--- src/rtl/core/hclp_pkg.sv ---
// Shared types and constants for the hex capture line parser.
// Holds the result record, the parser-to-queue transfer bundle and the code values.
package hclp_pkg;

    localparam int unsigned DEF_MAX_FRAME_BYTES = 65536;

    localparam logic [31:0] FNV_BASIS = 32'd2166136261;
    localparam logic [31:0] FNV_PRIME = 32'd16777619;

    localparam int unsigned LEN_W   = 17;
    localparam int unsigned BYTES_W = 48;

    localparam int unsigned RQ_DEPTH = 4;
    localparam int unsigned RQ_AW    = $clog2(RQ_DEPTH);

    localparam logic [1:0] KIND_FRAME   = 2'd0;
    localparam logic [1:0] KIND_ERROR   = 2'd1;
    localparam logic [1:0] KIND_SUMMARY = 2'd2;

    localparam logic [2:0] ERR_NONE     = 3'd0;
    localparam logic [2:0] ERR_KEYWORD  = 3'd1;
    localparam logic [2:0] ERR_HEX      = 3'd2;
    localparam logic [2:0] ERR_OVERFLOW = 3'd3;
    localparam logic [2:0] ERR_EMPTY    = 3'd4;

    localparam logic [1:0] STAT_VALID   = 2'd0;
    localparam logic [1:0] STAT_ERROR   = 2'd1;
    localparam logic [1:0] STAT_MISSING = 2'd2;

    typedef struct packed {
        logic [1:0]         kind;
        logic               dir_in;
        logic [LEN_W-1:0]   len;
        logic [31:0]        hash;
        logic [2:0]         err;
        logic [31:0]        line;
        logic [31:0]        frames;
        logic [31:0]        in_frames;
        logic [31:0]        out_frames;
        logic [BYTES_W-1:0] bytes;
        logic [1:0]         status;
        logic               last;
    } t_result;

    typedef struct packed {
        logic [1:0] cnt;
        t_result    r0;
        t_result    r1;
    } t_push;

endpackage

--- src/rtl/core/hex_capture_line_parser_fnv1a.sv ---
// Top level of the hex capture line parser with FNV-1a frame hashing.
// Depends on hclp_pkg, hclp_parse and hclp_rq.
//
// Input channel (i_valid / o_ready): one text character per transaction, or an
// end-of-capture marker when i_end_of_capture is high. Output channel
// (o_valid / i_ready): one result record per transaction; a character gives at
// most one result, an end-of-capture gives an optional frame or error result
// followed by a summary, with o_last_of_run marking the final one.
// A result passes through the input register, then the parser stage writing
// the result queue, before it is shown.
// Throughput: one character per cycle while the receiver keeps up; the parser
// stage runs whenever the four-entry result queue has room for two records.
// Reset clears the parser state, totals, the input register and the queue.
// When the receiver stalls, results collect in the queue; once it holds more
// than two, the parser stage holds and o_ready drops after the input register
// fills. After a line error characters are dropped until reset.
module hex_capture_line_parser_fnv1a #(
    parameter int unsigned MAX_FRAME_BYTES = hclp_pkg::DEF_MAX_FRAME_BYTES
) (
    input  logic                           i_clk,
    input  logic                           i_rst_n,
    input  logic                           i_valid,
    output logic                           o_ready,
    input  logic [7:0]                     i_text_char,
    input  logic                           i_end_of_capture,
    output logic                           o_valid,
    input  logic                           i_ready,
    output logic [1:0]                     o_result_kind,
    output logic                           o_direction_in,
    output logic [hclp_pkg::LEN_W-1:0]     o_frame_length,
    output logic [31:0]                    o_frame_hash,
    output logic [2:0]                     o_error_code,
    output logic [31:0]                    o_line_number,
    output logic [31:0]                    o_frame_count,
    output logic [31:0]                    o_in_frame_total,
    output logic [31:0]                    o_out_frame_total,
    output logic [hclp_pkg::BYTES_W-1:0]   o_byte_total,
    output logic [1:0]                     o_capture_status,
    output logic                           o_last_of_run
);
    import hclp_pkg::*;

    logic       r_in_valid;
    logic [7:0] r_char;
    logic       r_eoc;
    logic       fire;
    logic       room;
    t_push      push;
    t_result    head;

    assign fire    = r_in_valid && room;
    assign o_ready = !r_in_valid || fire;

    always_ff @(posedge i_clk) begin
        if (!i_rst_n) begin
            r_in_valid <= 1'b0;
        end else if (o_ready) begin
            r_in_valid <= i_valid;
        end
    end

    always_ff @(posedge i_clk) begin
        if (i_valid && o_ready) begin
            r_char <= i_text_char;
            r_eoc  <= i_end_of_capture;
        end
    end

    hclp_parse #(
        .MAX_FRAME_BYTES(MAX_FRAME_BYTES)
    ) u_parse (
        .i_clk  (i_clk),
        .i_rst_n(i_rst_n),
        .i_fire (fire),
        .i_char (r_char),
        .i_eoc  (r_eoc),
        .o_push (push)
    );

    hclp_rq u_rq (
        .i_clk  (i_clk),
        .i_rst_n(i_rst_n),
        .i_push (push),
        .i_pop  (i_ready),
        .o_head (head),
        .o_valid(o_valid),
        .o_room (room)
    );

    assign o_result_kind     = head.kind;
    assign o_direction_in    = head.dir_in;
    assign o_frame_length    = head.len;
    assign o_frame_hash      = head.hash;
    assign o_error_code      = head.err;
    assign o_line_number     = head.line;
    assign o_frame_count     = head.frames;
    assign o_in_frame_total  = head.in_frames;
    assign o_out_frame_total = head.out_frames;
    assign o_byte_total      = head.bytes;
    assign o_capture_status  = head.status;
    assign o_last_of_run     = head.last;

endmodule

--- src/rtl/core/hclp_parse.sv ---
// Per-character parser state, FNV-1a hashing and capture totals.
// Depends on hclp_pkg; produces up to two result records per transaction.
module hclp_parse #(
    parameter int unsigned MAX_FRAME_BYTES = hclp_pkg::DEF_MAX_FRAME_BYTES
) (
    input  logic            i_clk,
    input  logic            i_rst_n,
    input  logic            i_fire,
    input  logic [7:0]      i_char,
    input  logic            i_eoc,
    output hclp_pkg::t_push o_push
);
    import hclp_pkg::*;

    localparam int unsigned CNT_W = $clog2(MAX_FRAME_BYTES + 1);

    localparam logic [7:0] CH_NUL   = 8'h00;
    localparam logic [7:0] CH_TAB   = 8'h09;
    localparam logic [7:0] CH_NL    = 8'h0A;
    localparam logic [7:0] CH_SPACE = 8'h20;
    localparam logic [7:0] CH_HASH  = 8'h23;
    localparam logic [7:0] CH_I     = 8'h49;
    localparam logic [7:0] CH_N     = 8'h4E;
    localparam logic [7:0] CH_O     = 8'h4F;
    localparam logic [7:0] CH_U     = 8'h55;
    localparam logic [7:0] CH_T     = 8'h54;

    typedef enum logic [2:0] {
        PH_START, PH_LEAD, PH_KW_IN, PH_KW_OUT, PH_HI, PH_LO, PH_SKIP
    } t_phase;

    t_phase             r_phase, n_phase;
    logic [1:0]         r_kp, n_kp;
    logic               r_dir, n_dir;
    logic [3:0]         r_hn, n_hn;
    logic [CNT_W-1:0]   r_cnt, n_cnt;
    logic [31:0]        r_hash, n_hash;
    logic [31:0]        r_line, n_line;
    logic [31:0]        r_frames, n_frames;
    logic [31:0]        r_in, n_in;
    logic [31:0]        r_out, n_out;
    logic [BYTES_W-1:0] r_bytes, n_bytes;
    logic               r_halted, n_halted;

    logic                 is_ws, is_stop, is_nl, is_hex;
    logic [3:0]           hval;
    logic                 kw_in_ok, kw_out_ok;
    logic [31:0]          hash_x;
    logic [BYTES_W:0]     bytes_sum;
    logic [CNT_W+LEN_W-1:0] cnt_ext;
    logic                 raise, report, summ;
    logic [2:0]           err_code;
    logic [1:0]           status;
    t_result              res_e, res_s;

    always_comb begin
        is_ws   = (i_char == CH_SPACE) || (i_char == CH_TAB);
        is_stop = (i_char == CH_HASH) || (i_char == CH_NUL);
        is_nl   = (i_char == CH_NL);
        is_hex  = 1'b1;
        hval    = i_char[3:0];
        if (i_char inside {[8'h30:8'h39]}) begin
            hval = i_char[3:0];
        end else if (i_char inside {[8'h41:8'h46], [8'h61:8'h66]}) begin
            hval = i_char[3:0] + 4'd9;
        end else begin
            is_hex = 1'b0;
        end
    end

    always_comb begin
        case (r_kp)
            2'd0:    kw_in_ok = (i_char == CH_I);
            2'd1:    kw_in_ok = (i_char == CH_N);
            2'd2:    kw_in_ok = (i_char == CH_SPACE);
            default: kw_in_ok = 1'b0;
        endcase
        case (r_kp)
            2'd0:    kw_out_ok = (i_char == CH_O);
            2'd1:    kw_out_ok = (i_char == CH_U);
            2'd2:    kw_out_ok = (i_char == CH_T);
            default: kw_out_ok = (i_char == CH_SPACE);
        endcase
    end

    assign hash_x    = r_hash ^ {24'd0, r_hn, hval};
    assign bytes_sum = {1'b0, r_bytes} + (BYTES_W + 1)'(r_cnt);
    assign cnt_ext   = {{LEN_W{1'b0}}, r_cnt};

    always_comb begin
        n_phase  = r_phase;
        n_kp     = r_kp;
        n_dir    = r_dir;
        n_hn     = r_hn;
        n_cnt    = r_cnt;
        n_hash   = r_hash;
        n_line   = r_line;
        n_frames = r_frames;
        n_in     = r_in;
        n_out    = r_out;
        n_bytes  = r_bytes;
        n_halted = r_halted;
        raise    = 1'b0;
        report   = 1'b0;
        summ     = 1'b0;
        err_code = ERR_NONE;

        if (i_fire) begin
            if (i_eoc) begin
                summ = 1'b1;
                if (!r_halted) begin
                    case (r_phase)
                        PH_START: begin
                            n_phase = PH_START;
                        end
                        PH_KW_IN, PH_KW_OUT: begin
                            raise    = 1'b1;
                            err_code = ERR_KEYWORD;
                        end
                        PH_LO: begin
                            raise    = 1'b1;
                            err_code = ERR_HEX;
                        end
                        PH_HI: begin
                            if (r_cnt == '0) begin
                                raise    = 1'b1;
                                err_code = ERR_EMPTY;
                            end else begin
                                report = 1'b1;
                                n_line = r_line + 32'd1;
                            end
                        end
                        default: begin
                            n_line = r_line + 32'd1;
                        end
                    endcase
                    if (!raise) begin
                        n_phase = PH_START;
                        n_kp    = 2'd0;
                    end
                end
            end else if (!r_halted) begin
                case (r_phase)
                    PH_START, PH_LEAD: begin
                        if (is_ws) begin
                            n_phase = PH_LEAD;
                        end else if (is_nl) begin
                            n_line  = r_line + 32'd1;
                            n_phase = PH_START;
                        end else if (is_stop) begin
                            n_phase = PH_SKIP;
                        end else if (i_char == CH_I) begin
                            n_phase = PH_KW_IN;
                            n_kp    = 2'd1;
                        end else if (i_char == CH_O) begin
                            n_phase = PH_KW_OUT;
                            n_kp    = 2'd1;
                        end else begin
                            raise    = 1'b1;
                            err_code = ERR_KEYWORD;
                        end
                    end
                    PH_KW_IN: begin
                        if (kw_in_ok) begin
                            if (r_kp == 2'd2) begin
                                n_dir   = 1'b1;
                                n_cnt   = '0;
                                n_hash  = FNV_BASIS;
                                n_kp    = 2'd0;
                                n_phase = PH_HI;
                            end else begin
                                n_kp = r_kp + 2'd1;
                            end
                        end else begin
                            raise    = 1'b1;
                            err_code = ERR_KEYWORD;
                        end
                    end
                    PH_KW_OUT: begin
                        if (kw_out_ok) begin
                            if (r_kp == 2'd3) begin
                                n_dir   = 1'b0;
                                n_cnt   = '0;
                                n_hash  = FNV_BASIS;
                                n_kp    = 2'd0;
                                n_phase = PH_HI;
                            end else begin
                                n_kp = r_kp + 2'd1;
                            end
                        end else begin
                            raise    = 1'b1;
                            err_code = ERR_KEYWORD;
                        end
                    end
                    PH_HI: begin
                        if (is_ws) begin
                            n_phase = PH_HI;
                        end else if (is_nl || is_stop) begin
                            if (r_cnt == '0) begin
                                raise    = 1'b1;
                                err_code = ERR_EMPTY;
                            end else begin
                                report = 1'b1;
                                if (is_nl) begin
                                    n_line  = r_line + 32'd1;
                                    n_phase = PH_START;
                                end else begin
                                    n_phase = PH_SKIP;
                                end
                            end
                        end else if (!is_hex) begin
                            raise    = 1'b1;
                            err_code = ERR_HEX;
                        end else begin
                            n_hn    = hval;
                            n_phase = PH_LO;
                        end
                    end
                    PH_LO: begin
                        if (!is_hex) begin
                            raise    = 1'b1;
                            err_code = ERR_HEX;
                        end else if (r_cnt >= CNT_W'(MAX_FRAME_BYTES)) begin
                            raise    = 1'b1;
                            err_code = ERR_OVERFLOW;
                        end else begin
                            n_hash  = 32'(hash_x * FNV_PRIME);
                            n_cnt   = r_cnt + CNT_W'(1);
                            n_phase = PH_HI;
                        end
                    end
                    default: begin
                        if (is_nl) begin
                            n_line  = r_line + 32'd1;
                            n_phase = PH_START;
                        end
                    end
                endcase
            end
        end

        if (raise) begin
            n_halted = 1'b1;
        end
        if (report) begin
            n_frames = r_frames + 32'd1;
            if (r_dir) begin
                n_in = r_in + 32'd1;
            end else begin
                n_out = r_out + 32'd1;
            end
            n_bytes = bytes_sum[BYTES_W] ? {BYTES_W{1'b1}} : bytes_sum[BYTES_W-1:0];
        end

        if (n_halted) begin
            status = STAT_ERROR;
        end else if (n_frames == 32'd0 || n_in == 32'd0 || n_out == 32'd0) begin
            status = STAT_MISSING;
        end else begin
            status = STAT_VALID;
        end
    end

    always_comb begin
        res_e.kind       = report ? KIND_FRAME : KIND_ERROR;
        res_e.dir_in     = report ? r_dir : 1'b0;
        res_e.len        = report ? cnt_ext[LEN_W-1:0] : '0;
        res_e.hash       = report ? r_hash : 32'd0;
        res_e.err        = err_code;
        res_e.line       = r_line + 32'd1;
        res_e.frames     = n_frames;
        res_e.in_frames  = n_in;
        res_e.out_frames = n_out;
        res_e.bytes      = n_bytes;
        res_e.status     = STAT_VALID;
        res_e.last       = !summ;

        res_s.kind       = KIND_SUMMARY;
        res_s.dir_in     = 1'b0;
        res_s.len        = '0;
        res_s.hash       = 32'd0;
        res_s.err        = ERR_NONE;
        res_s.line       = n_line;
        res_s.frames     = n_frames;
        res_s.in_frames  = n_in;
        res_s.out_frames = n_out;
        res_s.bytes      = n_bytes;
        res_s.status     = status;
        res_s.last       = 1'b1;

        o_push.r0  = (raise || report) ? res_e : res_s;
        o_push.r1  = res_s;
        o_push.cnt = 2'(raise || report) + 2'(summ);
    end

    always_ff @(posedge i_clk) begin
        if (!i_rst_n) begin
            r_phase  <= PH_START;
            r_kp     <= 2'd0;
            r_dir    <= 1'b0;
            r_hn     <= 4'd0;
            r_cnt    <= '0;
            r_hash   <= FNV_BASIS;
            r_line   <= 32'd0;
            r_frames <= 32'd0;
            r_in     <= 32'd0;
            r_out    <= 32'd0;
            r_bytes  <= '0;
            r_halted <= 1'b0;
        end else begin
            r_phase  <= n_phase;
            r_kp     <= n_kp;
            r_dir    <= n_dir;
            r_hn     <= n_hn;
            r_cnt    <= n_cnt;
            r_hash   <= n_hash;
            r_line   <= n_line;
            r_frames <= n_frames;
            r_in     <= n_in;
            r_out    <= n_out;
            r_bytes  <= n_bytes;
            r_halted <= n_halted;
        end
    end

endmodule

--- src/rtl/core/hclp_rq.sv ---
// Result queue: takes up to two result records per cycle, hands out one.
// Depends on hclp_pkg for the record type and depth.
module hclp_rq (
    input  logic              i_clk,
    input  logic              i_rst_n,
    input  hclp_pkg::t_push   i_push,
    input  logic              i_pop,
    output hclp_pkg::t_result o_head,
    output logic              o_valid,
    output logic              o_room
);
    import hclp_pkg::*;

    t_result          r_mem [RQ_DEPTH];
    logic [RQ_AW-1:0] r_wp, r_rp;
    logic [RQ_AW:0]   r_count, n_count;
    logic [RQ_AW-1:0] wp1;
    logic             pop_ok;

    assign pop_ok  = i_pop && (r_count != '0);
    assign wp1     = r_wp + RQ_AW'(1);
    assign n_count = r_count + (RQ_AW + 1)'(i_push.cnt) - (RQ_AW + 1)'(pop_ok);

    assign o_head  = r_mem[r_rp];
    assign o_valid = (r_count != '0);
    assign o_room  = (r_count <= (RQ_AW + 1)'(RQ_DEPTH - 2));

    always_ff @(posedge i_clk) begin
        if (i_push.cnt != 2'd0) begin
            r_mem[r_wp] <= i_push.r0;
        end
        if (i_push.cnt == 2'd2) begin
            r_mem[wp1] <= i_push.r1;
        end
    end

    always_ff @(posedge i_clk) begin
        if (!i_rst_n) begin
            r_wp    <= '0;
            r_rp    <= '0;
            r_count <= '0;
        end else begin
            r_wp    <= r_wp + RQ_AW'(i_push.cnt);
            r_rp    <= r_rp + RQ_AW'(pop_ok);
            r_count <= n_count;
        end
    end

endmodule

--- config.mk ---
export PLATFORM = sky130hd
export DESIGN_NAME = hex_capture_line_parser_fnv1a
export DESIGN_NICKNAME = d
export VERILOG_FILES = /design/src/rtl/core/hclp_pkg.sv /design/src/rtl/core/hex_capture_line_parser_fnv1a.sv /design/src/rtl/core/hclp_parse.sv /design/src/rtl/core/hclp_rq.sv
export SDC_FILE = /design/constraint.sdc
export NUM_CORES = 2
export LEC_CHECK = 0
export BUFFER_PORTS_ARGS = -buffer_cell sky130_fd_sc_hd__buf_2
export CORE_MARGIN = 2
export CORE_UTILIZATION = 50
export DETAILED_ROUTE_END_ITERATION = 12
export GPL_ROUTABILITY_DRIVEN = 0
export PLACE_DENSITY = 0.74
export SYNTH_ARGS = -nofsm -noshare
export SYNTH_HDL_FRONTEND = slang
export SYNTH_SLANG_ARGS = --single-unit
--- constraint.sdc ---
create_clock -name i_clk -period 12.75 [get_ports i_clk]
set_input_delay 3.825 -clock i_clk [delete_from_list [all_inputs] [get_ports i_clk]]
set_output_delay 3.825 -clock i_clk [all_outputs]
set_load 0.01 [all_outputs]
==> flow_summary.json <==
{
  "first_iter_violations": 4139,
  "syn_inst": 5080,
  "cts_setup_buffers": 0,
  "cts_tree": "yes",
  "remaining_drc_errors": 0,
  "cap_violations": 0,
  "ys_warn_count": 0,
  "clkSinkCount": 1189,
  "hp-class": "reg2reg",
  "insertion_delay_ns": 0.73,
  "wl_per_cell_um": 23.4,
  "grt_start_max_net_pins": 160,
  "netlist_top_cells_area": "edfxtp_1, dfxtp_1, mux4_2",
  "synth-async-reset-ratio_pct": 0,
  "fmax_mhz": 124,
  "critPathArrivalTime_ns": 8.68,
  "antenna_found_initial": 7,
  "synth_fp_nets": 5396,
  "post_drt_via_cell_ratio": 6.14,
  "clockBufferDepth": 3,
  "via_count": 41800,
  "hold_buffers": 0,
  "min_period_over_period_pct": 63.1,
  "status": "finished, final reports clean",
  "grtUsageTotal_pct": 26.2,
  "synthFlopType": "edfxtp_1",
  "drv_slew": 0,
  "dp_cells": 6583,
  "ctsHtreeMaxLevel": 3,
  "ir_drop_mv": 0.116,
  "postRouteAntennaNets": 0,
  "tightest_slew_ns": 1.34,
  "rsz0062_at_grt": "false",
  "slew_headroom_pct": 11.0,
  "reg2reg_setup_slack_ns": 4.71,
  "die_w_um": 347,
  "synth_area_um2": 58800,
  "start_util_pct": 50.5,
  "cts_made_buffers": 120,
  "synth_cell_type_count": 98,
  "powerDensity_nw_per_um2": 155,
  "setup_slack_ns": 4.71,
  "die-area_um2": 120000,
  "grt_pass1_vias": 42100,
  "fin_crit_ns": 8.04,
  "core_um2": 117000,
  "hold_viol_final": 0,
  "place_hpwl_um": 99500,
  "core.rowCount": 125,
  "worst_ep_required_time_ns": 13.39,
  "nets": 5497,
  "synth_edf_count": 721,
  "pin_count": 249,
  "mostFrequentLayoutCells": "nor2_1, edfxtp_1, dfxtp_1",
  "cts_resized": 0,
  "die_h_um": 347,
  "final_common_cell": "nor2_1",
  "avgSynthCellArea_um2": 11.6,
  "grt_pass1_wl_um": 247000,
  "skew_ns": 0.0254,
  "finalSetupTns_ns": 0,
  "area_delta_synth_final_pct": 11.3,
  "cp_max_fo": 6,
  "cts_root_buf": "clkbuf_16",
  "synth_largest_area_cell": "edfxtp_1",
  "port_buffers": 248,
  "synth.top_cell.area_share_pct": 36.8,
  "grt_overflow": 0,
  "dr.pass1.iters": 8,
  "worst-setup-path-type": "reg2reg",
  "stdcell_count": 6814,
  "ys_seq_area_share_pct": 52.7,
  "clkSlewWorstSetupHoldPaths_ns": 0.07,
  "power_leakage_uw": 0.0224,
  "crit_path_end_kind": "register",
  "setup_viol": 0,
  "ys_seq_elements": 1189,
  "fin_util_pct": 56.2,
  "drive_gt1_share_pct": 15.4,
  "wl_um": 159000,
  "place_ws_ns": 4.82,
  "start_kind": "register"
}
==> area by class of cell <==
type,count,area [um2]
Clock inverter,55,661
Multi-Input combinational cell,3242,25400
Inverter,312,1210
Sequential cell,1189,31000
Tap cell,1524,1910
Fill cell,9532,51100
Timing Repair Buffer,316,1810
Antenna cell,2,5.00
Clock buffer,174,3480
==> flip-flops by register name (all words and copies together) (netlist names) <==
register / flops
r_char: 8
r_eoc: 1
r_in_valid: 1
u_parse.r_bytes: 48
u_parse.r_cnt: 17
u_parse.r_dir: 1
u_parse.r_frames: 32
u_parse.r_halted: 1
u_parse.r_hash: 32
u_parse.r_hn: 4
u_parse.r_in: 32
u_parse.r_kp: 2
u_parse.r_line: 32
u_parse.r_out: 32
u_parse.r_phase: 3
u_rq.r_count: 3
u_rq.r_mem: 936
u_rq.r_rp: 2
u_rq.r_wp: 2
==> critical path, stage by stage (launching register included) <==
cell and delay, ns:
edfxtp_1 0.45, inv_1 0.12, ha_1 0.25, nor3b_1 0.14, nor4bb_1 0.81, nand2_1 0.15
xnor2_1 0.19, xnor2_1 0.47, ha_1 0.38, ha_1 0.35, fa_1 0.49, ha_1 0.22
fa_1 0.49, ha_1 0.30, inv_1 0.05, fa_1 0.53, inv_1 0.04, ha_1 0.37
nand2_1 0.10, nand2_1 0.07, a2111oi_0 0.40, or2_2 0.20, o21ai_0 0.10, o21ai_0 0.53
o31ai_1 0.22, a2111o_1 0.44, a31oi_1 0.12
==> through the flow <==
step	hold WS, ns	power (uW)	cell area, um2
after global placement	0.428	6540	61300
final	0.458	10100	65500
after CTS	0.457	10200	65500
after global routing	0.482	10500	65500
after floorplan	0.420	5830	58800
after detailed placement	0.443	6560	61300
==> worst paths after layout <==
check | start | end | depth (start not counted)
max | r_char[0] | u_parse.r_hash[28] | 26
min | u_rq.r_mem[2][232] | u_rq.r_mem[2][232] | 2
max reg2reg | r_char[0] | u_parse.r_hash[28] | 26
min reg2reg | u_rq.r_mem[2][232] | u_rq.r_mem[2][232] | 2
==> power by group <==
| group | switching, uW | leakage [uW] | internal, uW |
|---|---|---|---|
| Clock | 1540 | 0.00202 | 2150 |
| Combinational | 1260 | 0.0106 | 868 |
| Sequential | 94.2 | 0.00981 | 4240 |
==> synth_stat cells (64+ instances only) <==
| master | n |
|---|---|
| clkbuf_1 | 248 |
| nor2_1 | 835 |
| mux4_2 | 234 |
| nand2_1 | 220 |
| o21ai_0 | 115 |
| nand3_1 | 95 |
| nor3_1 | 104 |
| inv_1 | 310 |
| dfxtp_1 | 468 |
| xnor2_1 | 124 |
| nor4_1 | 64 |
| fa_1 | 74 |
| xor2_1 | 82 |
| edfxtp_1 | 721 |
| a22o_1 | 203 |
| ha_1 | 229 |
| a21oi_1 | 214 |
==> routing by layer <==
metal	track usage, %	wire [um]
met5	0	17
met4	10.1	5810
met3	4.79	13900
met2	43.0	75600
met1	34.8	63900
==> cells by family after synthesis <==
| kind of cell | after synthesis | synth area share [%] |
|---|---|---|
| AND/OR/NAND/NOR | 1588 | 12.4 |
| flip-flops | 1189 | 52.7 |
| buffers and inverters | 649 | 4.33 |
| multiplexers | 266 | 9.51 |
| AO/OA/AOI/OAI | 879 | 10.6 |
| adder cells (fa/ha/maj) | 303 | 7.39 |
| XOR/XNOR | 206 | 3.07 |
Power figures use the tool's default switching activity.
